<file path="src/hw/rtl/spq_pkg.sv">
// ----------------------------------------------------------------------------
// spq_pkg: shared types and constants for the sorted priority queue
// Entry layout, operation and status codes, default depth.
// ----------------------------------------------------------------------------
`default_nettype none

package spq_pkg;

  localparam int unsigned DEPTH_DEF = 128;
  localparam int unsigned DATA_W    = 32;
  localparam int unsigned PRIO_W    = 32;
  localparam int unsigned COUNT_W   = 8;
  localparam int unsigned STATUS_W  = 2;

  localparam logic OP_ENQ = 1'b0;
  localparam logic OP_DEQ = 1'b1;

  localparam logic [STATUS_W-1:0] ST_DONE  = 2'd0;
  localparam logic [STATUS_W-1:0] ST_FULL  = 2'd1;
  localparam logic [STATUS_W-1:0] ST_EMPTY = 2'd2;

  typedef struct packed {
    logic signed [DATA_W-1:0] data;
    logic signed [PRIO_W-1:0] prio;
  } entry_t;

  // broadcast command to every cell, already qualified by full/empty
  typedef struct packed {
    logic enq;
    logic deq;
  } ctl_t;

endpackage : spq_pkg

`default_nettype wire

</file>
<file path="src/hw/rtl/spq_cell.sv">
// ----------------------------------------------------------------------------
// spq_cell: one slot of the sorted shift chain
// Holds one entry; shifts right on insert below it, left on a dequeue.
// ----------------------------------------------------------------------------
`default_nettype none

module spq_cell
  import spq_pkg::*;
#(
  parameter int unsigned IDX   = 0,
  parameter int unsigned CNT_W = 8
) (
  input  wire logic             clk,
  input  wire ctl_t             ctl,
  input  wire logic [CNT_W-1:0] count,
  input  wire entry_t           new_ent,
  input  wire entry_t           left_ent,
  input  wire logic             left_ins,
  input  wire entry_t           right_ent,
  output entry_t                ent,
  output logic                  ins
);

  entry_t ent_r;
  entry_t ent_nxt;
  logic   occ;

  // occupied slots form a prefix of the chain
  assign occ = CNT_W'(IDX) < count;
  // new entry goes at or before this slot: slot empty or lower priority held
  assign ins = !occ || ($signed(ent_r.prio) < $signed(new_ent.prio));

  always_comb begin
    ent_nxt = ent_r;
    if (ctl.enq && ins) begin
      ent_nxt = left_ins ? left_ent : new_ent;
    end else if (ctl.deq) begin
      ent_nxt = right_ent;
    end
  end

  always_ff @(posedge clk) begin
    ent_r <= ent_nxt;
  end

  assign ent = ent_r;

endmodule : spq_cell

`default_nettype wire

</file>
<file path="config.mk">
export PLATFORM = sky130hd
export DESIGN_NAME = spq_cell
export DESIGN_NICKNAME = d
export VERILOG_FILES = /design/src/hw/rtl/spq_pkg.sv /design/src/hw/rtl/spq_cell.sv
export SDC_FILE = /design/constraint.sdc
export NUM_CORES = 1
export LEC_CHECK = 0
export BUFFER_PORTS_ARGS = -buffer_cell sky130_fd_sc_hd__buf_2
export CORE_MARGIN = 4
export CORE_UTILIZATION = 48
export CTS_CLUSTER_SIZE = 24
export DETAILED_ROUTE_END_ITERATION = 16
export HOLD_SLACK_MARGIN = 0.03
export MAX_ROUTING_LAYER = met4
export PLACE_DENSITY = 0.84
export SLEW_MARGIN = 20
export SYNTH_ARGS = -nofsm -noshare
export SYNTH_HDL_FRONTEND = slang
export SYNTH_SLANG_ARGS = --single-unit
</file>
<file path="constraint.sdc">
create_clock -name clk -period 7.1 [get_ports clk]
set_input_delay 1.065 -clock clk [delete_from_list [all_inputs] [get_ports clk]]
set_output_delay 1.065 -clock clk [all_outputs]
set_load 0.01 [all_outputs]
</file>
==> impl_metrics.yaml <==
drt:
  vias_per_cell: 5.23
  first_iter_violations: 170
  routedWlPerCell_um: 18.1
  route.detailed.drc: 0
  ant_nets: 0
  vias: 3909
  dr.pass1.iters: 4
  wl_um: 13500
run_status:
  status: "completed"
pwr:
  power_density_mw_per_mm2: 240
  p_leak_nw: 3.01
  peakVddDrop_mv: 0.148
global_routing:
  grt_max_degree: 96
  grt_pass1_wl_um: 20500
  grt_pass1_vias: 4227
  antenna_found_initial: 3
  overflow: 0
  track_usage_pct: 24.1
cts:
  cts_root_buf: "clkbuf_8"
  numCtsBuffers: 9
  cts_tree: "built"
  htreeDepth: 3
  insertion_delay_ns: 0.33
  cts_setup_buffers: 0
  path_clk_slew_ns: 0.08
  clkSinkCount: 64
  ctsHoldBuffers: 0
  clock_path_buffers: 2
  cts_resized: 0
layout:
  areaGrowthSynthToFinish_pct: 34.8
  n_fill_cell: 700
  utilization_pct: 65.9
  final_layout_size_suffix_gt1_share_pct: 60.7
  finalInstanceArea_mm2: 0.00606
  multi_input_area_mm2: 0.00231
  seqCellArea_mm2: 0.00192
  largest_reg_flops: 64
  fin_nets: 864
timing:
  worstMarginPinSlew_ns: 1.10
  finalSetupViolCount: 0
  finClkSkew_ns: 0.0129
  maxSlewViolCount: 0
  worst_slack_ns: 2.93
  relSlewSlack_pct: 26.5
  grt_setup_unrepaired: "no"
  tns_ns: 0
  final-hold-violation-count: 0
  fin_crit_sh_pct: 58.7
  period_minus_slack_ns: 4.17
  fmax_mhz: 240
critical_path:
  startpoint_type: "primary input"
  arrival_ns: 3.10
  critPathSlowestCell: "a2111oi_0"
  crit_top_cell: "buf_2"
  cp.required_ns: 6.03
  crit_chain: "buf_2 -> inv_1 -> ha_1 -> a2111oi_0 -> o311ai_1 -> a22o_2 -> or3_1 -> a21o_1 -> buf_2"
  cp_max_fo: 3
  slowest_delay_ns: 0.50
  crit_path_end_kind: "primary output"
  path_class: "in2out"
floorplan:
  initial_core_util_pct: 48.9
  die_h_um: 105
  row_count: 35
  io_pins: 269
  die_x_um: 105
  coreArea_mm2: 0.00920
  die_area_mm2: 0.0110
placed_design:
  dp_hpwl_um: 10600
  dpl_cell_area_mm2: 0.00585
  place_worst_setup_slack_ns: 2.68
  gp_congestion: 0.870
  io_buffer_count: 268
logic_synthesis:
  ys_seq_area_share_pct: 42.7
  syn-num-nets: 600
  post_synth_num_cell_types: 34
  syn_avg_cell_area_um2: 12.3
  syn-cell-area_mm2: 0.00450
  yosysWarnings: 0
  ys_seq_elements: 64
  synth_cells: 365
hold_path:
  hold_class: "in2reg"
flow_run:
  cap_violations: 0
==> routing by layer <==
layer | vias to the layer above | track usage [%] | wire length (um)
li1 | 1867 | - | -
met1 | 1830 | 24.6 | 4770
met2 | 177 | 43.2 | 7260
met3 | 35 | 7.41 | 1110
met4 | 0 | 9.56 | 355
met5 | - | - | 0
==> path summary, 6_finish.rpt <==
kind / start / end / slack, ns / cells after the start
setup / recovery: new_ent[1] / ins / 2.93 / 9
hold / removal: right_ent[33] / ent[33] / 1.03 / 2
setup reg to reg: ent[1] / ent[3] / 3.61 / 7
hold reg to reg: ent[31] / ent[40] / 1.65 / 5
==> power by group <==
| group | internal [W] | switching [W] | total [W] | leakage [nW] |
|---|---|---|---|---|
| combinational | 0.000288 | 0.000271 | 0.000560 | 2.27 |
| clock | 0.000193 | 0.000141 | 0.000334 | 0.101 |
| sequential | 0.000531 | 0.0000333 | 0.000564 | 0.640 |
==> cell type report <==
cell class              count  share of cell area [%]
flip-flops and latches     64                    31.7
well taps                 111                    2.29
clock inverters             5                    1.20
clock buffers              10                    2.11
diodes                      3                   0.124
repair buffers            271                    22.5
multi-input cells         251                    38.1
inverters                  32                    1.98
==> critical path, delay by kind of cell <==
kind	cells	cell delay, ns
simple gates	1	0.31
buf+inv	3	0.27
fa+ha+maj	1	0.28
compound gates	4	1.18
==> placed cells by master (no fill, tap or decap), drive strengths merged, types with 2 or more instances in the layout <==
cell,Yosys,final
a21o,3,3
a21oi,10,10
and3,2,2
buf,10,271
bufinv,0,2
clkbuf,8,10
clkinv,0,3
diode,0,3
edfxtp,64,64
ha,31,31
inv,32,32
mux2,97,97
nand2,41,41
nand2b,3,3
nand3,2,2
nand4,6,6
nor2,4,4
nor3,2,2
nor4,2,2
o21ai,36,36
==> logic make-up (layout without fill, tap and decap cells) <==
kind of cell | Yosys count | after routing | share of synthesized area (%)
AO/OA/AOI/OAI | 57 | 57 | 7.34
other | 0 | 3 | 0
flip-flops | 64 | 64 | 42.7
adder cells (fa/ha/maj) | 31 | 31 | 8.62
buffers and inverters | 50 | 318 | 6.18
multiplexers | 97 | 97 | 28.4
AND/OR/NAND/NOR | 66 | 66 | 6.76
==> per-stage QoR <==
| step | instances | hold WS [ns] | total power (W) |
|---|---|---|---|
| floorplan | 365 | 1.25 | 0.000955 |
| global placement | 729 | 1.37 | 0.00111 |
| detailed placement | 729 | 1.37 | 0.00113 |
| CTS | 744 | 1.01 | 0.00147 |
| global route | 747 | 1.01 | 0.00154 |
| finish | 747 | 1.03 | 0.00146 |
==> synth_stat cells (all sizes together) <==
cell      n  area, um2
a2111oi   1       8.76
a21o      3       22.5
a21oi    10       50.1
a221o     1       10.0
a221oi    1       8.76
a22o      1       10.0
a2bb2oi   1       8.76
and2      1       6.26
and3      2       12.5
and4      1       8.76
buf      10        128
clkbuf    8       30.0
edfxtp   64       1920
ha       31        388
inv      32        120
mux2     97       1280
nand2    41        154
nand2b    3       18.8
nand3     2       10.0
nand4     6       37.5
nor2      4       15.0
nor3      2       10.0
nor4      2       18.8
o21a      1       7.51
o21ai    36        180
o221ai    1       15.0
o311ai    1       8.76
or2       1       6.26
or3       1       6.26
(Power assumes the default switching activity.)
